### src/design/twsm_pkg.sv
`default_nettype none
// ----------------------------------------------------------------------------
// twsm_pkg
// Shared constants, types and state codes of the touch window smoother.
// ----------------------------------------------------------------------------
package twsm_pkg;

    localparam int WINDOW  = 8;
    localparam int IDX_W   = (WINDOW > 1) ? $clog2(WINDOW) : 1;
    localparam int CNT_W   = $clog2(WINDOW + 1);
    localparam int SUM_W   = $clog2(WINDOW * 255 + 1);
    localparam int DSTEP_W = $clog2(SUM_W + 1);
    localparam int QDEPTH  = 2;
    localparam int QPTR_W  = $clog2(QDEPTH);
    localparam int QCNT_W  = $clog2(QDEPTH + 1);

    typedef enum logic [1:0] {
        OP_NONE,
        OP_PUSH,
        OP_LIFT
    } op_t;

    typedef struct packed {
        op_t        op;
        logic [7:0] pos_x;
        logic [7:0] pos_y;
    } cmd_t;

    typedef enum logic [1:0] {
        ST_IDLE,
        ST_SUM,
        ST_DIV,
        ST_OUT
    } state_t;

endpackage
`default_nettype wire

### src/design/twsm_front.sv
`default_nettype none
// ----------------------------------------------------------------------------
// twsm_front
// Accepts frame ticks and classifies them into queue commands.
// ----------------------------------------------------------------------------
module twsm_front
    import twsm_pkg::*;
(
    input  wire logic       s_valid,
    output logic            s_ready,
    input  wire logic       s_touch_down,
    input  wire logic       s_touch_lifted,
    input  wire logic [7:0] s_pos_x,
    input  wire logic [7:0] s_pos_y,
    input  wire logic       q_full,
    output logic            q_push,
    output cmd_t            q_cmd
);

    // touched and lifted together: the touch wins
    always_comb begin
        s_ready     = !q_full;
        q_push      = s_valid && !q_full;
        q_cmd.pos_x = s_pos_x;
        q_cmd.pos_y = s_pos_y;
        if (s_touch_down) begin
            q_cmd.op = OP_PUSH;
        end else if (s_touch_lifted) begin
            q_cmd.op = OP_LIFT;
        end else begin
            q_cmd.op = OP_NONE;
        end
    end

endmodule
`default_nettype wire

### src/design/twsm_queue.sv
`default_nettype none
// ----------------------------------------------------------------------------
// twsm_queue
// Short command queue between the front and the back.
// ----------------------------------------------------------------------------
module twsm_queue
    import twsm_pkg::*;
(
    input  wire logic aclk,
    input  wire logic aresetn,
    input  wire logic push,
    input  wire cmd_t push_cmd,
    output logic      full,
    output logic      pop_valid,
    input  wire logic pop,
    output cmd_t      pop_cmd
);

    cmd_t              slot_reg [QDEPTH];
    logic [QPTR_W-1:0] wr_ptr_reg, wr_ptr_next;
    logic [QPTR_W-1:0] rd_ptr_reg, rd_ptr_next;
    logic [QCNT_W-1:0] cnt_reg, cnt_next;
    logic              do_push, do_pop;

    always_comb begin
        full      = (cnt_reg == QCNT_W'(QDEPTH));
        pop_valid = (cnt_reg != '0);
        pop_cmd   = slot_reg[rd_ptr_reg];
        do_push   = push && !full;
        do_pop    = pop && pop_valid;

        wr_ptr_next = wr_ptr_reg;
        rd_ptr_next = rd_ptr_reg;
        cnt_next    = cnt_reg;
        if (do_push) begin
            wr_ptr_next = (wr_ptr_reg == QPTR_W'(QDEPTH - 1)) ? '0 : wr_ptr_reg + 1'b1;
        end
        if (do_pop) begin
            rd_ptr_next = (rd_ptr_reg == QPTR_W'(QDEPTH - 1)) ? '0 : rd_ptr_reg + 1'b1;
        end
        if (do_push && !do_pop) begin
            cnt_next = cnt_reg + 1'b1;
        end else if (do_pop && !do_push) begin
            cnt_next = cnt_reg - 1'b1;
        end
    end

    always_ff @(posedge aclk) begin
        if (!aresetn) begin
            wr_ptr_reg <= '0;
            rd_ptr_reg <= '0;
            cnt_reg    <= '0;
        end else begin
            wr_ptr_reg <= wr_ptr_next;
            rd_ptr_reg <= rd_ptr_next;
            cnt_reg    <= cnt_next;
        end
    end

    always_ff @(posedge aclk) begin
        if (do_push) begin
            slot_reg[wr_ptr_reg] <= push_cmd;
        end
    end

endmodule
`default_nettype wire

### src/design/twsm_back.sv
`default_nettype none
// ----------------------------------------------------------------------------
// twsm_back
// Window update, serial sum over stored samples, serial divide, result register.
// ----------------------------------------------------------------------------
module twsm_back
    import twsm_pkg::*;
(
    input  wire logic       aclk,
    input  wire logic       aresetn,
    input  wire logic       q_valid,
    output logic            q_pop,
    input  wire cmd_t       q_cmd,
    output logic            m_valid,
    input  wire logic       m_ready,
    output logic            m_pressed,
    output logic            m_pressed_solid,
    output logic            m_held,
    output logic            m_released,
    output logic            m_avg_valid,
    output logic [7:0]      m_avg_x,
    output logic [7:0]      m_avg_y
);

    state_t             state_reg, state_next;
    logic [CNT_W-1:0]   count_reg, count_next;
    logic [IDX_W-1:0]   head_reg, head_next;
    logic               rel_pend_reg, rel_pend_next;
    logic [IDX_W-1:0]   rd_ptr_reg, rd_ptr_next;
    logic [CNT_W-1:0]   rd_left_reg, rd_left_next;
    logic               rd_pend_reg, rd_pend_next;
    logic [SUM_W-1:0]   acc_x_reg, acc_x_next;
    logic [SUM_W-1:0]   acc_y_reg, acc_y_next;
    logic [CNT_W-1:0]   rem_x_reg, rem_x_next;
    logic [CNT_W-1:0]   rem_y_reg, rem_y_next;
    logic [DSTEP_W-1:0] step_reg, step_next;
    logic               pressed_reg, pressed_next;
    logic               solid_reg, solid_next;
    logic               held_reg, held_next;
    logic               released_reg, released_next;
    logic               avg_valid_reg, avg_valid_next;

    logic [7:0]         mem_x [WINDOW];
    logic [7:0]         mem_y [WINDOW];
    logic [7:0]         rd_x_reg, rd_y_reg;
    logic               mem_we;
    logic [IDX_W-1:0]   wr_idx;

    logic [CNT_W-1:0]   cnt0, cnt_new;
    logic [IDX_W-1:0]   head_new;
    logic               was_full;
    logic [IDX_W:0]     tail_sum;
    logic [CNT_W:0]     trial_x, trial_y, div_ext;
    logic               ge_x, ge_y;

    // window update on a popped command
    always_comb begin
        cnt0     = rel_pend_reg ? '0 : count_reg;
        was_full = (cnt0 == CNT_W'(WINDOW));
        tail_sum = (IDX_W + 1)'(head_reg) + (IDX_W + 1)'(cnt0);
        if (tail_sum >= (IDX_W + 1)'(WINDOW)) begin
            tail_sum = tail_sum - (IDX_W + 1)'(WINDOW);
        end
        head_new = head_reg;
        cnt_new  = cnt0;
        wr_idx   = tail_sum[IDX_W-1:0];
        if (q_cmd.op == OP_PUSH) begin
            if (was_full) begin
                wr_idx   = head_reg;
                head_new = (head_reg == IDX_W'(WINDOW - 1)) ? '0 : head_reg + 1'b1;
            end else begin
                cnt_new = cnt0 + 1'b1;
            end
        end
    end

    // next state
    always_comb begin
        state_next = state_reg;
        unique case (state_reg)
            ST_IDLE: begin
                if (q_valid) begin
                    state_next = (cnt_new == '0) ? ST_OUT : ST_SUM;
                end
            end
            ST_SUM: begin
                if (rd_left_reg == '0 && !rd_pend_reg) begin
                    state_next = ST_DIV;
                end
            end
            ST_DIV: begin
                if (step_reg == DSTEP_W'(1)) begin
                    state_next = ST_OUT;
                end
            end
            ST_OUT: begin
                if (m_ready) begin
                    state_next = ST_IDLE;
                end
            end
            default: state_next = ST_IDLE;
        endcase
    end

    // control outputs
    always_comb begin
        q_pop   = 1'b0;
        m_valid = 1'b0;
        mem_we  = 1'b0;
        unique case (state_reg)
            ST_IDLE: begin
                q_pop  = q_valid;
                mem_we = q_valid && (q_cmd.op == OP_PUSH);
            end
            ST_OUT:  m_valid = 1'b1;
            default: ;
        endcase
    end

    // datapath
    always_comb begin
        div_ext = {1'b0, count_reg};
        trial_x = {rem_x_reg, acc_x_reg[SUM_W-1]};
        trial_y = {rem_y_reg, acc_y_reg[SUM_W-1]};
        ge_x    = (trial_x >= div_ext);
        ge_y    = (trial_y >= div_ext);

        count_next     = count_reg;
        head_next      = head_reg;
        rel_pend_next  = rel_pend_reg;
        rd_ptr_next    = rd_ptr_reg;
        rd_left_next   = rd_left_reg;
        rd_pend_next   = 1'b0;
        acc_x_next     = acc_x_reg;
        acc_y_next     = acc_y_reg;
        rem_x_next     = rem_x_reg;
        rem_y_next     = rem_y_reg;
        step_next      = step_reg;
        pressed_next   = pressed_reg;
        solid_next     = solid_reg;
        held_next      = held_reg;
        released_next  = released_reg;
        avg_valid_next = avg_valid_reg;

        case (state_reg)
            ST_IDLE: begin
                if (q_valid) begin
                    count_next     = cnt_new;
                    head_next      = head_new;
                    rel_pend_next  = (q_cmd.op == OP_LIFT);
                    rd_ptr_next    = head_new;
                    rd_left_next   = cnt_new;
                    acc_x_next     = '0;
                    acc_y_next     = '0;
                    pressed_next   = (q_cmd.op == OP_PUSH) && !was_full
                                     && (cnt_new == CNT_W'(2));
                    solid_next     = (q_cmd.op == OP_PUSH) && !was_full
                                     && (cnt_new == CNT_W'(WINDOW));
                    held_next      = (cnt_new == CNT_W'(WINDOW));
                    released_next  = (q_cmd.op == OP_LIFT);
                    avg_valid_next = (cnt_new != '0);
                end
            end
            ST_SUM: begin
                if (rd_left_reg != '0) begin
                    rd_left_next = rd_left_reg - 1'b1;
                    rd_pend_next = 1'b1;
                    rd_ptr_next  = (rd_ptr_reg == IDX_W'(WINDOW - 1)) ? '0
                                   : rd_ptr_reg + 1'b1;
                end
                if (rd_pend_reg) begin
                    acc_x_next = acc_x_reg + SUM_W'(rd_x_reg);
                    acc_y_next = acc_y_reg + SUM_W'(rd_y_reg);
                end
                rem_x_next = '0;
                rem_y_next = '0;
                step_next  = DSTEP_W'(SUM_W);
            end
            ST_DIV: begin
                rem_x_next = ge_x ? CNT_W'(trial_x - div_ext) : trial_x[CNT_W-1:0];
                rem_y_next = ge_y ? CNT_W'(trial_y - div_ext) : trial_y[CNT_W-1:0];
                acc_x_next = {acc_x_reg[SUM_W-2:0], ge_x};
                acc_y_next = {acc_y_reg[SUM_W-2:0], ge_y};
                step_next  = step_reg - 1'b1;
            end
            default: ;
        endcase
    end

    always_ff @(posedge aclk) begin
        if (!aresetn) begin
            state_reg    <= ST_IDLE;
            count_reg    <= '0;
            head_reg     <= '0;
            rel_pend_reg <= 1'b0;
            rd_pend_reg  <= 1'b0;
        end else begin
            state_reg    <= state_next;
            count_reg    <= count_next;
            head_reg     <= head_next;
            rel_pend_reg <= rel_pend_next;
            rd_pend_reg  <= rd_pend_next;
        end
    end

    always_ff @(posedge aclk) begin
        rd_ptr_reg    <= rd_ptr_next;
        rd_left_reg   <= rd_left_next;
        acc_x_reg     <= acc_x_next;
        acc_y_reg     <= acc_y_next;
        rem_x_reg     <= rem_x_next;
        rem_y_reg     <= rem_y_next;
        step_reg      <= step_next;
        pressed_reg   <= pressed_next;
        solid_reg     <= solid_next;
        held_reg      <= held_next;
        released_reg  <= released_next;
        avg_valid_reg <= avg_valid_next;
    end

    always_ff @(posedge aclk) begin
        if (mem_we) begin
            mem_x[wr_idx] <= q_cmd.pos_x;
            mem_y[wr_idx] <= q_cmd.pos_y;
        end
        rd_x_reg <= mem_x[rd_ptr_reg];
        rd_y_reg <= mem_y[rd_ptr_reg];
    end

    // quotient never exceeds 255; empty window leaves the cleared sums
    assign m_pressed       = pressed_reg;
    assign m_pressed_solid = solid_reg;
    assign m_held          = held_reg;
    assign m_released      = released_reg;
    assign m_avg_valid     = avg_valid_reg;
    assign m_avg_x         = acc_x_reg[7:0];
    assign m_avg_y         = acc_y_reg[7:0];

`ifndef ASSERT_OFF
    a_count_range: assert property (@(posedge aclk) disable iff (!aresetn)
        count_reg <= CNT_W'(WINDOW))
        else $error("sample count beyond window");

    a_held_avg: assert property (@(posedge aclk) disable iff (!aresetn)
        (m_valid && m_held) |-> m_avg_valid)
        else $error("held without a valid average");

    a_sum_bound: assert property (@(posedge aclk) disable iff (!aresetn)
        (state_reg == ST_SUM) |-> (rd_left_reg <= count_reg))
        else $error("sum reads beyond stored samples");

    a_div_entry: assert property (@(posedge aclk) disable iff (!aresetn)
        (state_reg == ST_DIV && $past(state_reg) == ST_SUM) |->
        (step_reg == DSTEP_W'(SUM_W) && count_reg != '0))
        else $error("divide started badly");
`endif

endmodule
`default_nettype wire

### src/design/touch_window_smoother_core.sv
`default_nettype none
// ----------------------------------------------------------------------------
// touch_window_smoother_core
// Sliding-window touch smoother: edge flags and truncated mean of x,y samples.
// ----------------------------------------------------------------------------
// Flow: the queue registers each transfer in; the back pops it and updates the window, then
//   sums the stored samples serially through the window RAM read port (SUM_W = 11 at WINDOW 8)
//   and runs a bit-serial divide before the result is held for m_ready.
// Overlap: the back takes a new tick only after the last result is accepted; the queue
//   buffers up to QDEPTH ticks meanwhile. An empty window skips sum and divide.
// Reset: aresetn synchronous, active low; clears count, release flag, queue; RAM not cleared.
module touch_window_smoother_core
    import twsm_pkg::*;
(
    input  wire logic       aclk,
    input  wire logic       aresetn,
    input  wire logic       s_valid,
    output logic            s_ready,
    input  wire logic       s_touch_down,
    input  wire logic       s_touch_lifted,
    input  wire logic [7:0] s_pos_x,
    input  wire logic [7:0] s_pos_y,
    output logic            m_valid,
    input  wire logic       m_ready,
    output logic            m_pressed,
    output logic            m_pressed_solid,
    output logic            m_held,
    output logic            m_released,
    output logic            m_avg_valid,
    output logic [7:0]      m_avg_x,
    output logic [7:0]      m_avg_y
);

    logic q_full;
    logic q_push;
    cmd_t q_push_cmd;
    logic q_valid;
    logic q_pop;
    cmd_t q_pop_cmd;

    twsm_front u_front (
        .s_valid        (s_valid),
        .s_ready        (s_ready),
        .s_touch_down   (s_touch_down),
        .s_touch_lifted (s_touch_lifted),
        .s_pos_x        (s_pos_x),
        .s_pos_y        (s_pos_y),
        .q_full         (q_full),
        .q_push         (q_push),
        .q_cmd          (q_push_cmd)
    );

    twsm_queue u_queue (
        .aclk      (aclk),
        .aresetn   (aresetn),
        .push      (q_push),
        .push_cmd  (q_push_cmd),
        .full      (q_full),
        .pop_valid (q_valid),
        .pop       (q_pop),
        .pop_cmd   (q_pop_cmd)
    );

    twsm_back u_back (
        .aclk            (aclk),
        .aresetn         (aresetn),
        .q_valid         (q_valid),
        .q_pop           (q_pop),
        .q_cmd           (q_pop_cmd),
        .m_valid         (m_valid),
        .m_ready         (m_ready),
        .m_pressed       (m_pressed),
        .m_pressed_solid (m_pressed_solid),
        .m_held          (m_held),
        .m_released      (m_released),
        .m_avg_valid     (m_avg_valid),
        .m_avg_x         (m_avg_x),
        .m_avg_y         (m_avg_y)
    );

endmodule
`default_nettype wire

### config.mk
export PLATFORM = sky130hd
export DESIGN_NAME = touch_window_smoother_core
export DESIGN_NICKNAME = d
export VERILOG_FILES = /design/src/design/twsm_pkg.sv /design/src/design/twsm_front.sv /design/src/design/twsm_queue.sv /design/src/design/twsm_back.sv /design/src/design/touch_window_smoother_core.sv
export SDC_FILE = /design/constraint.sdc
export NUM_CORES = 1
export LEC_CHECK = 0
export ABC_CLOCK_PERIOD_IN_PS = 3000
export BUFFER_PORTS_ARGS = -buffer_cell sky130_fd_sc_hd__buf_4
export CORE_MARGIN = 8
export CORE_UTILIZATION = 50
export DETAILED_ROUTE_END_ITERATION = 10
export PLACE_DENSITY = 0.81
export SYNTH_ARGS = -nofsm -noshare
export SYNTH_HDL_FRONTEND = slang
export SYNTH_HIERARCHICAL = 1
export SYNTH_SLANG_ARGS = --single-unit
### constraint.sdc
create_clock -name aclk -period 3 [get_ports aclk]
set_input_delay 0.9 -clock aclk [delete_from_list [all_inputs] [get_ports aclk]]
set_output_delay 0.9 -clock aclk [all_outputs]
set_load 0.01 [all_outputs]
== Word level (Yosys, flattened, before mapping) ==
Memory sizes are Yosys's and may differ from the RTL's. A register that Yosys moved wholly into a read port is not among the register bits.
Index checks and enable logic that the tools add are counted.
Word-level totals
  memories kept: 3
  bits in writable memories: 164
  logic and storage cells: 137
  output and inout bits: 23
  register bits: 61
Cells by class
  magnitude comparators: 3
  mux-type cells: 48
  equal/unequal tests: 18
  reduce and logical (&&, ||, !) cells: 30
  $add $sub $neg: 15
Memories
  u_back.mem_x: words 8, bits a word 8, rd ports 1, clocked after Yosys merged registers in 1, write ports 1, line twsm_back.sv:43  | logic [7:0] mem_x [WINDOW];
  u_back.mem_y: words 8, bits a word 8, rd ports 1, clocked after Yosys merged registers in 1, write ports 1, line twsm_back.sv:44  | logic [7:0] mem_y [WINDOW];
  u_queue.slot_reg: words 2, bits a word 18, rd ports 1, clocked after Yosys merged registers in 1, write ports 1, line twsm_queue.sv:19  | cmd_t slot_reg [QDEPTH];
Operator list (number)
  11-bit one-hot mux with 3 select lines: 2
  11-bit 2-to-1 mux: 3
  4-bit one-hot mux with 2 select lines: 4
  4-bit 2-to-1 mux: 7
  3-bit 2-to-1 mux: 9
  11-bit by 8-bit adder with 11-bit output: 2
  2-bit 2-to-1 mux: 9
  1-bit 2-to-1 mux: 12
  5-bit by 4-bit greater-or-equal comparator with 1-bit output: 2
  1-bit logical AND: 10
  2-bit by 1-bit != test with 1-bit output, second input constant: 5
  2-bit == test, second input constant: 4
  4-bit == test, second input constant: 2
  4-bit logical NOT: 2
  2-bit one-hot mux with 4 select lines: 1
  2-bit nonzero test: 4
  4-bit nonzero test: 2
  4-bit by 1-bit subtractor with 4-bit output, second input constant: 2
  4-bit subtractor: 2
  3-bit by 1-bit adder with 3-bit output, second input constant: 2
  3-bit == test, second input constant: 2
  3-bit one-hot mux with 2 select lines: 1
  3-bit AND reduction: 2
  1-bit logical NOT: 5
  15 further kinds: 18

== Logic depth before layout (Yosys ltp) ==
Gate-level depths: netlist of run 1.
  word-level depth: 8
  mapped depth: 11
  depth with buffers taken out: 9

== Hierarchy ==
The synthesis of run 1 kept the hierarchy.
Modules (own cells, without submodules)
  twsm_back: cells an instance 644, area an instance 9265.1 µm², times used 1, sequential area each 5765.5 µm²
  twsm_queue: cells an instance 81, area an instance 1532.7 µm², times used 1, sequential area each 1181.1 µm²
  twsm_front: cells an instance 20, area an instance 151.4 µm², times used 1, sequential area each 0.0 µm²

== Worst setup path before layout of run 1 ==
OpenSTA, ideal clock, no wires.
  kind: reg2reg
  from: register u_back.state_reg[1]
  to: register u_back.acc_x_reg[0] (enable)
  library setup time: 0.429 ns
  slack: -0.124 ns
  stages on the path, launching flop included: 7
  data arrival time: 2.695 ns
  clock period less this slack: 3.124 ns
  buffers on the path: 2
  cell sequence: dfxtp_1 -> inv_1 -> ha_1 -> clkbuf_1 -> clkbuf_1 -> nor2b_1 -> nor3_1
On the way
  word-level cells in the longest chain between the ends: 3
RTL lines
  start: declaration: line twsm_back.sv:25  | state_t state_reg, state_next;
  start signal: assignment: line twsm_back.sv:198  | state_reg <= state_next;
  2-bit by 1-bit == test with 1-bit output, or another cell as far along: line twsm_back.sv:145  | case (state_reg)
  2-bit by 1-bit != test with 1-bit output (no source line) / 3-bit nonzero test (equally long branches)
  3-bit AND reduction (no source line) (*)
  end signal: assignment: line twsm_back.sv:209  | acc_x_reg <= acc_x_next;
  end: declaration: line twsm_back.sv:32  | logic [SUM_W-1:0] acc_x_reg, acc_x_next;
Every way passes the cells marked *; elsewhere a longest branch is shown, timed or not.
A chain may end at the register's enable or synchronous reset.

==> results of run 1 <==
==> stage by stage <==
stage | area [sq um] | total power [mW]
global route | 12200 | 13.2
global placement | 11500 | 9.49
floorplan | 11000 | 8.47
CTS | 12200 | 12.5
finish | 12200 | 12.4
detailed placement | 11500 | 9.61
==> placed cells by master (no fill, tap or decap), types with 8 or more instances in the layout <==
cell type                   Yosys  final
sky130_fd_sc_hd__nor2b_1       16     16
sky130_fd_sc_hd__mux4_2        32     32
sky130_fd_sc_hd__nand2_1       48     48
sky130_fd_sc_hd__clkbuf_16      0     25
sky130_fd_sc_hd__a211oi_1       9      9
sky130_fd_sc_hd__clkinv_1       3      8
sky130_fd_sc_hd__dfxtp_1       32     32
sky130_fd_sc_hd__a21oi_1       15     15
sky130_fd_sc_hd__edfxtp_1     210    210
sky130_fd_sc_hd__mux2_2        36     36
sky130_fd_sc_hd__xnor2_1       18     18
sky130_fd_sc_hd__o21ai_0       34     34
sky130_fd_sc_hd__ha_1          40     40
sky130_fd_sc_hd__buf_4         34     62
sky130_fd_sc_hd__nor3_1        11     10
sky130_fd_sc_hd__mux2i_1        8      8
sky130_fd_sc_hd__nor2_1        45     45
sky130_fd_sc_hd__nand2b_1       8      8
sky130_fd_sc_hd__inv_1         30     30
==> power by group through the flow <==
stage	Clock (mW)	Sequential (mW)	Combinational, mW
floorplan	0	4.95	3.52
global placement	0	5.10	4.39
detailed placement	0	5.12	4.49
CTS	2.93	5.06	4.53
global route	3.07	5.13	4.97
finish	2.89	5.05	4.50
==> kinds of logic (layout without fill, tap and decap cells) <==
family / Yosys count / after routing / share of synthesized area, %
AO/OA/AOI/OAI: 100 / 100 / 6.12
XOR/XNOR: 25 / 25 / 2.00
adder cells (fa/ha/maj): 45 / 45 / 5.49
buffers and inverters: 89 / 141 / 4.30
flip-flops: 242 / 242 / 63.4
multiplexers: 76 / 76 / 11.0
AND/OR/NAND/NOR: 168 / 168 / 7.63
==> final cells by class <==
class                           instances  area share (%)
Inverter                               34            1.04
Multi-Input combinational cell        414            29.0
Tap cell                              280            2.87
Timing Repair Buffer                   63            3.97
Clock buffer                           31            5.55
Clock inverter                         13           0.768
Sequential cell                       242            56.8
==> per-layer routing <==
metal | part of all wire, % | up-vias | global-route usage [%]
li1 | - | 2827 | -
met1 | 46 | 2908 | 20.1
met2 | 46 | 163 | 22.5
met3 | 6.2 | 34 | 3.06
met4 | 1.9 | 0 | 3.76
met5 | 0 | - | 0
==> worst max-delay path, stage by stage (launching register included) <==
cell	delay, ns
sky130_fd_sc_hd__dfxtp_1	0.36
sky130_fd_sc_hd__mux2_2	0.36
sky130_fd_sc_hd__nor2b_1	0.38
sky130_fd_sc_hd__nand2_1	0.40
sky130_fd_sc_hd__nor3b_1	0.30
sky130_fd_sc_hd__o21ai_0	0.16
sky130_fd_sc_hd__nor2_1	0.12
sky130_fd_sc_hd__buf_4	0.27
==> worst paths after layout <==
kind	slack [ns]	from	cells after the start	end
hold / removal	0.50	u_back/count_reg[2]	2	u_back/count_reg[2]
hold reg to reg	0.50	u_back/count_reg[2]	2	u_back/count_reg[2]
setup / recovery	0.31	register	7	u_back/mem_y[5][5]
setup reg to reg	0.31	register	7	u_back/mem_y[5][5]
==> metrics list, run 1 <==
- FFs w/ async S/R, synth: 0%
- For the final routed database, the setup TNS stands at 0 ns.
- Relative to the synthesized area, the layout overhead comes to 11.7%.
- Cells with a size suffix above 1 make up 22.3% of the layout.
* Fill cells: 1,646
* Clk_lat worst skew: 0.52 ns
* Quantity of gates resized following cts: 0
- RSZ-0062 raised after global routing: false
- Final hold analysis gives a worst-case slack of 0.505 ns.
* Total via count in the routed design: 5,932
- Worst hold path class: register to register
* Cell row count: 54
* Area taken by flip-flops and latches: 6950 sq um
- For this design the total switching power over the nets is 4.10 mW.
* Effective utilization at floorplan: 50.5%
- First-pass GRT wire length: 30,600 um
- The clock passes through at most 3 buffers.
* Antenna viol nets, final: 0
- The internal portion of the total power is 8.34 mW.
- The number of global-route vias before repair came to 5,871.
- Post-Syn Area: 10,900 sq um
- For this block, the routed nets add up to 19,500 um of wire.
- Count of input and output buffers: 44
- The core region is 21,700 sq um.
- At the worst endpoint, the arrival time is 2.89 ns.
- The clock network accounts for 23.2% of the total power.
- Part of the Yosys area used for sequential elements: 63.4%
* Number of flops mapped to enable cells by yosys: 210
* Die area: 26,900 sq um
- sky130_fd_sc_hd__edfxtp_1 is the most common cell in the netlist.
- At the worst endpoint, the required time is 3.20 ns.
- The multi-input combinational cells in the finished layout cover a total of 3540 sq um.
- Time the final worst path needs with I/O delays and setup: 2.69 ns
- TritonCTS built the clock tree.
* FMAX: 0.372 GHz
* Switching share of power: 32.9%
* Outcome: finished clean
* Number of clock buffers inserted by TritonCTS: 25
- Via density: 5.51
* Worst setup path class: register to register
* Synthesized netlist net count: 812
- The Yosys step of the flow raised 6 warnings.
- The number of hold-slack violations in the final timing report is 0.
- After layout, the worst path uses 89.7% of the clock period.
- Cell area power density: 1020 nW/um^2
- Setup slack closes at 0.310 ns.
- Post-layout utilization of the core: 56.4%
- The synthesized netlist contains 65 unique library cells.
- Leak Pwr: 4.31 nW
- Among all flip-flop cells after synthesis, the most frequent one is sky130_fd_sc_hd__edfxtp_1.
- The first detailed-routing pass ran for 5 iterations.
- The detailed router finished its first iteration with 386 violations.
* Clock slew at the register clock pins of the worst setup and hold paths: 0.06 ns
- Y dimension of the die: 164 um
* Nets@finish: 847
* Number of standard cells in the layout, taps in and fillers out: 1,077
* Highest ir drop seen on vdd: 600 uV
- In this run the worst path has a maximum fanout of 16.
- Worst slack after detailed placement: 0.381 ns
* H-tree lvl count: 1
- WL per Instance: 18.1 um
- The worst setup path is captured at a register.
- Global-route congestion overflow total: 0
* Maximum Capacitance Violations: 0
* Cell type with the largest total area after synthesis: sky130_fd_sc_hd__edfxtp_1
- Across the routed clock network, the largest skew measured is 0.0129 ns.
- Top cells by count, synth: 210 x sky130_fd_sc_hd__edfxtp_1, 48 x sky130_fd_sc_hd__nand2_1, 45 x sky130_fd_sc_hd__nor2_1, 40 x sky130_fd_sc_hd__ha_1, 36 x sky130_fd_sc_hd__mux2_2
- Final count of pins violating max slew: 0
- Counting flops and latches in the post-synthesis netlist gives 242.
- Overall routing resource usage: 14.4%
- The tree is rooted in a sky130_fd_sc_hd__clkbuf_16.
- Slew at the pin closest to its max-slew limit: 0.769 ns
* Post-CTS repair timing setup buffer count: 0
* Final weighted congestion in routability-driven placement: 0.836
- Ant. Diodes: 0
- During I/O placement, the number of pins put on the boundary was 45.
- Yosys top cell area share: 57.6%
- Post-synthesis cell count: 745
- The initial antenna violation count came to 0.
* Drc violations: 0
- In this run the tightest slew margin relative to its limit is 48.8%.
* Setup Viol. Count Final: 0
- The clock net in this run drives a total of 242 sinks.
- In this run the mean area of a mapped cell was 14.7 sq um.
- Die outline width: 164 um
* Largest net degree at the start of global routing: 35
* Seq pwr share: 40.6%
- In this run, placement finished with an instance count of 1,033.
* CTS hold repair buffers: 0
- Per report_power, the combinational group accounts for 36.2% of the total.
- Placed wire-length estimate after detailed placement: 13,200 um
- Cell types with the largest area share after synthesis: sky130_fd_sc_hd__edfxtp_1 58%, sky130_fd_sc_hd__mux4_2 6.6%, sky130_fd_sc_hd__dfxtp_1 5.9%
- Startpoint kind of the worst setup timing path: register
(Power assumes the default switching activity.)
==> inputs of run 2 (changes only) <==
REMOVE_ABC_BUFFERS = 1   (was unset)
==> metrics list, run 2 (same netlist as run 1, synthesis figures left out) <==
* Y dimension of the die: 164 um
- The tightest hold path in the finished design has a slack of 0.505 ns.
- Outcome: finished clean
- Via density: 5.58
- CP Data Arrival Time: 2.81 ns
- On the final layout, the worst clock skew is 0.0231 ns.
- Effective utilization at floorplan: 50.5%
* RSZ-0062 raised after global routing: false
- Cell area reported after detailed placement: 11,500 sq um
- Critical Path, Cell by Cell: nand2b_1 > ha_1 > and4bb_2 > nand2_1 > nand2_1 > xor2_1 > nor2_1 > buf_4
* Worst slack after detailed placement: 0.437 ns
- Once layout is done, the placed cells without fillers occupy 12,300 sq um.
* Leak Pwr: 4.35 nW
- The floorplan step set the die width to 164 um.
* Worst setup path class: register to register
- The area growth from synthesis to layout is 12.5%.
* Worst-path cell with the longest stage delay: sky130_fd_sc_hd__dfxtp_1
- The number of hold-slack violations in the final timing report was 0.
- Detailed-route wire length: 19,900 um
- In the global route stage, met1 resource usage came out at 19.0%.
- H-tree lvl count: 1
* Final clock period utilization by the worst path: 87.0%
- GR Util met2: 25.4%
- The initialized floorplan defines 54 standard-cell rows.
- Fill cells: 1,660
* Maximum Capacitance Violations: 0
* Total design power: 12.6 mW
- R2R Path End: u_back/mem_y[4][1]
* Global-route congestion overflow total: 0
* Drc violations: 0
* Crit. Startpoint: u_back/rel_pend_reg
- Once the clock tree was built, the resizer swapped 0 gates to a different size.
- Final weighted congestion in routability-driven placement: 0.828
- Slew at the pin closest to its max-slew limit: 0.711 ns
- Worst path max stage delay: 0.36 ns
* Total via count in the routed design: 6,048
- The startpoint identified for the worst register-to-register timing path is u_back/rel_pend_reg.
* Clock slew at the register clock pins of the worst setup and hold paths: 0.06 ns
- Post-layout utilization of the core: 56.8%
- Of the cells placed in the final design, the portion with a size suffix greater than 1 is 23.3%.
* CP Data Required Time: 3.20 ns
* Logic depth of the worst register-to-register path: 8
- Timing would allow up to 0.383 GHz.
* Top-level port count: 45
- Number of antenna violations at the first check in global routing: 0
- Once routing completed, OpenROAD measured the worst setup slack at 0.389 ns.
- The floorplan step defined a die boundary enclosing 26,900 sq um.
* Number of global-route vias before repair: 6,020
* Number of clock buffers inserted by TritonCTS: 26
- Most heavily used metal layer in global routing: met2
* Final count of pins violating max slew: 0
* Post-CTS repair timing setup buffer count: 0
- Worst hold path class: register to register
- Starting DRT DRC Count: 395
- The tree is rooted in a sky130_fd_sc_hd__clkbuf_16.
* WL per Instance: 18.3 um
- Core Area: 21,700 sq um
- Top library cells by usage in the layout, fill and taps aside: 210 x sky130_fd_sc_hd__edfxtp_1, 65 x sky130_fd_sc_hd__buf_4, 48 x sky130_fd_sc_hd__nand2_1
- Combined area of the multi-input logic cells: 3540 sq um
* Ant. Diodes: 0
* Clk_lat worst skew: 0.53 ns
* Clock sink count: 242
* Antenna viol nets, final: 0
- Max Root-Sink Buffers: 3
- Following the worst setup path forward leads to its endpoint at u_back/mem_y[4][1].
- Setup Viol. Count Final: 0
* Overall routing resource usage: 14.9%
- Number of iterations in the first detailed-routing pass: 5
- The worst setup path is captured at a register.
- CTS hold repair buffers: 0
* Placed Instances: 1,036
- Commonest non-fill, non-tap cell in the layout: sky130_fd_sc_hd__edfxtp_1
- Setup total negative slack on the finished layout was measured at 0 ns.
- Measured against its own limit, the worst slew margin works out to 52.6%.
* R2r setup slk: 0.39 ns
- In this run the worst path has a maximum fanout of 16.
* Number of standard cells in the layout, taps in and fillers out: 1,084
- For met3 alone, demand over resource in global routing was 2.83%.
* Placed wire-length estimate after detailed placement: 13,200 um
- TritonCTS built the clock tree.
- Highest ir drop seen on vdd: 710 uV
- Port buffering added 44 buffers.
- Startpoint kind of the worst setup timing path: register
- The most numerous cell type found on the critical path is sky130_fd_sc_hd__nand2_1.
- Largest net degree at the start of global routing: 35
- At the end of the flow, the number of nets in the layout was 851.
* First-pass GRT wire length: 31,500 um
- Summing all flip-flop and latch instances after layout gives 6950 sq um.
* Cell area power density: 1020 nW/um^2
- The worst path needs 2.61 ns of the cycle, external delays included.
run 2: cell types whose count changed in the layout (fill, tap and decap cells not counted), moves of 2 or more:
cell and change:
sky130_fd_sc_hd__buf_4 +3, sky130_fd_sc_hd__clkbuf_8 -3, sky130_fd_sc_hd__clkinv_2 +2, sky130_fd_sc_hd__clkinv_8 +2
sky130_fd_sc_hd__clkinvlp_4 +2
run 2: area by class of cell:
class,instances,share of cell area (%)
clock buffers,28,5.34
clock inverters,20,1.51
inverters,34,1.04
multi-input cells,414,28.7
flip-flops and latches,242,56.4
well taps,280,2.84
repair buffers,66,4.13
run 2: worst min path at each step:
stage                                         end  cells after the start                 from
after floorplan               u_back/count_reg[2]                      2  u_back/count_reg[2]
after global placement        u_back/count_reg[2]                      2  u_back/count_reg[2]
after detailed placement      u_back/count_reg[2]                      2  u_back/count_reg[2]
after CTS                     u_back/count_reg[2]                      2  u_back/count_reg[2]
after global routing      u_queue/slot_reg[0][14]                      1           s_pos_x[6]
final                         u_back/count_reg[2]                      2  u_back/count_reg[2]
run 2: report_power, final:
part / switching (mW) / internal, mW
Sequential: 0.381 / 4.62
Combinational: 2.48 / 2.06
Clock: 1.30 / 1.78
run 2: metal layers:
layer  wire length [um]  part of all wire (%)
met3               1220                   6.1
met1               8470                    43
met5                  0                     0
met2               9730                    49
met4                443                   2.2
run 2: worst max-delay path, delay by kind of cell (launching register included):
| kind | cells | cell delay (ns) |
|---|---|---|
| xor gates and xnor gates | 1 | 0.22 |
| adders and majority gates | 1 | 0.24 |
| buffers and inverters | 1 | 0.28 |
| DFF | 1 | 0.36 |
| and+or+nand+nor | 5 | 1.17 |
==> inputs of run 3 (changes only) <==
ABC_AREA = 1   (was unset)
==> metrics list, run 3 <==
* Number of global-route vias before repair: 7,545
- Worst setup path class: register to register
* Crit. Startpoint: u_back/rel_pend_reg
- Core Area: 22,400 sq um
- Post-layout utilization of the core: 56.4%
- After detailed routing, the number of remaining DRC violations is 0.
* Reg2Reg Launch Point: u_back/rel_pend_reg
* Setup Viol. Count Final: 0
* Top cells by count, synth: 210 x sky130_fd_sc_hd__edfxtp_1, 206 x sky130_fd_sc_hd__nand2_1, 150 x sky130_fd_sc_hd__nor2_1, 81 x sky130_fd_sc_hd__inv_1, 69 x sky130_fd_sc_hd__o21ai_0
- Antenna viol nets, final: 0
- FMAX: 0.385 GHz
- The tree is rooted in a sky130_fd_sc_hd__clkbuf_16.
- Count of input and output buffers: 44
- The flow ran to the end, and the final reports show no timing, DRC or antenna violations.
- For this run, the total global-route usage over all layers was measured as 16.2%.
* Relative max-transition margin: 46.9%
* Placed wire-length estimate after detailed placement: 15,100 um
- For this run the aggregate overflow at the end of global routing stands at 0.
- Ant. Diodes: 0
* Post-route worst setup slack: 0.402 ns
- Counting flops with an async set or reset pin after synthesis yields a share of 0%.
* Commonest non-fill, non-tap cell in the layout: sky130_fd_sc_hd__edfxtp_1
- CP Data Arrival Time: 2.81 ns
- In the routed layout, each cell is associated on average with a via count of 5.46.
* Number of clock buffers inserted by TritonCTS: 25
* Critical path capture point type: register
- Post-CTS repair timing setup buffer count: 0
- Buf+Inv Stages, Crit Path: 4
- The analysis attributes to net switching a power of 5.40 mW.
- Worst setup endpoint: u_back/mem_x[7][0]
* Post-Syn Area per Cell: 10.7 sq um
* Die area: 27,800 sq um
- Leak Pwr: 4.97 nW
* Fraction of power consumed by the clock network: 23.1%
- Clock latency on the worst-skew pair, taken at its later pin, is 0.54 ns.
- Time the final worst path needs with I/O delays and setup: 2.60 ns
* Cell area power density: 1110 nW/um^2
- Cell area reported after detailed placement: 11,800 sq um
* Seq pwr share: 36.7%
- The most common cell in the synthesized netlist is sky130_fd_sc_hd__edfxtp_1.
* Slew at the pin closest to its max-slew limit: 0.796 ns
- CTS hold repair buffers: 0
* Worst-path cell with the longest stage delay: sky130_fd_sc_hd__fa_1
* Detailed-route wire length: 22,800 um
- Top FF cell, synth: sky130_fd_sc_hd__edfxtp_1
- For the final database, setup skew stands at 0.0201 ns.
- Final Hold Slack: 0.508 ns
* R2R Path End: u_back/mem_x[7][0]
* Total design power: 14.0 mW
- RSZ-0062 raised after global routing: false
* Startpoint kind of the worst setup timing path: register
* Post-synthesis cell count: 1,056
- Worst slack after detailed placement: 0.412 ns
* Critical Path, Cell by Cell: inv_2 > nand2_1 > inv_1 > ha_1 > inv_1 > fa_1 > or2_4 > nand3_4 > xor2_2 > nand2_1 > nor2_1 > buf_4
* Top-level port count: 45
* Quantity of gates resized following cts: 0
- Along the worst path, the maximum fanout reaches 16.
- After floorplanning, the core was divided into 55 placement rows.
* Starting DRT DRC Count: 704
* First-pass GRT wire length: 37,000 um
- By area the synthesized netlist is led by sky130_fd_sc_hd__edfxtp_1 56%, sky130_fd_sc_hd__nand2_1 6.8%, sky130_fd_sc_hd__dfxtp_1 5.6%.
- Cell class contributing the biggest share of worst-path delay: simple AND/OR/NAND/NOR gates
* Highest ir drop seen on vdd: 530 uV
- TritonCTS clock tree: yes
- R2r setup slk: 0.40 ns
* YS warnings: 6
* Switching share of power: 38.5%
- Internal power summed over all cells: 8.64 mW
- Growth of design area from synthesis to finish: 11.5%
- Cell type with the largest total area after synthesis: sky130_fd_sc_hd__edfxtp_1
- After the last flow step, the layout net total stands at 1,148.
- The pre-antenna-repair detailed-routing pass consisted of 5 iterations.
- Counting cells, the worst reg-to-reg path comes to 12.
- Total via count in the routed design: 7,568
* Number of antenna violations at the first check in global routing: 0
- Synthesis-stage register bit count: 242
* Final clock period utilization by the worst path: 86.6%
* Combinational Power Share: 40.2%
- Worst path max stage delay: 0.39 ns
* Die outline width: 167 um
- In this run the number of H-tree levels came out at 1.
- Final weighted congestion in routability-driven placement: 0.851
- Dividing the detail-routed wire length by the instance count gives 16.5 um.
- Share of final-layout standard cells stronger than drive strength 1: 13.2%
* Clock sink count: 242
- Summing every instance area after synthesis gives 11,300 sq um.
- Part of the Yosys area used for sequential elements: 61.2%
* Effective utilization at floorplan: 50.6%
* Worst hold path class: register to register
- Top library cells by usage in the layout, fill and taps aside: 210 x sky130_fd_sc_hd__edfxtp_1, 206 x sky130_fd_sc_hd__nand2_1, 150 x sky130_fd_sc_hd__nor2_1
- Final hold violation count: 0
* Final count of pins violating max slew: 0
- Entering global routing, the biggest net connects 67 pins.
- For the worst setup path, the data required time is 3.21 ns.
- Across the run, the number of max-cap violations was 0.
- The share of synthesized area in the top cell type comes to 55.6%.
* Number of flops mapped to enable cells by yosys: 210
- Count of unique library cells instantiated by Yosys: 43
- Critical Path Stages: 12
- Final cell area excluding filler cells: 12,600 sq um
* Clock slew at the register clock pins of the worst setup and hold paths: 0.06 ns
* Max Root-Sink Buffers: 3
- Measured along the y axis, the die boundary spans 167 um.
[run 3: changes by cell type after synthesis, moves of 35 or more]
cell / previous run / this run
sky130_fd_sc_hd__o21ai_0: 34 / 69
sky130_fd_sc_hd__nand2_1: 48 / 206
sky130_fd_sc_hd__inv_1: 30 / 81
sky130_fd_sc_hd__nor2_1: 45 / 150
sky130_fd_sc_hd__a21oi_1: 15 / 52
[run 3: worst min-delay path by stage]
stage	from	cells past startpoint	end	slack, ns
2_1_floorplan	u_queue/rd_ptr_reg	2	register	0.47
3_3_place_gp	u_queue/rd_ptr_reg	2	u_queue/rd_ptr_reg	0.48
3_5_place_dp	u_queue/wr_ptr_reg	2	u_queue/wr_ptr_reg	0.50
4_1_cts	u_queue/wr_ptr_reg	2	u_queue/wr_ptr_reg	0.51
5_1_grt	s_pos_y[7]	1	u_queue/slot_reg[0][7]	0.53
6_report	u_queue/wr_ptr_reg	2	u_queue/wr_ptr_reg	0.51
[run 3: cell families after synthesis]
kind of cell | share of synthesized area (%)
adders and majority gates | 5.30
DFF | 61.2
AOI/OAI and AO/OA | 8.77
xor gates and xnor gates | 0.673
and+or+nand+nor | 15.3
muxes | 2.12
buffers and inverters | 6.62
[run 3: power groups by stage]
stage / clock network, mW / logic, mW / registers, mW
after floorplan: 0 / 3.67 / 5.36
final: 3.25 / 5.65 / 5.15
after global placement: 0 / 5.32 / 5.19
after global routing: 3.44 / 6.37 / 5.23
after CTS: 3.29 / 5.63 / 5.15
after detailed placement: 0 / 5.55 / 5.22
[run 3: final cells by class]
type / instances / area (sq um)
Fill cell: 1775 / 9790
Sequential cell: 242 / 6950
Multi-Input combinational cell: 658 / 3640
Clock buffer: 31 / 648
Timing Repair Buffer: 66 / 495
Tap cell: 285 / 357
Inverter: 88 / 332
Clock inverter: 15 / 219
[run 3: metrics by stage]
step,std cells,setup TNS (ns)
finish,1385,0
global route,1385,0
CTS,1385,0
detailed placement,1339,0
global placement,1339,0
floorplan,988,-4.65
[run 3: routing by layer]
metal / GRT usage, % / up-vias / wire [um]
li1: - / 3656 / -
met2: 28.5 / 263 / 11300
met1: 19.7 / 3609 / 9430
met3: 2.98 / 40 / 1570
met4: 5.37 / 0 / 476
met5: 0 / - / 0
[run 3: tightest hold or removal path, stage by stage, from the launching register on]
cell and delay (ns):
sky130_fd_sc_hd__dfxtp_1 0.32, sky130_fd_sc_hd__nor2_1 0.10, sky130_fd_sc_hd__nor2_1 0.05
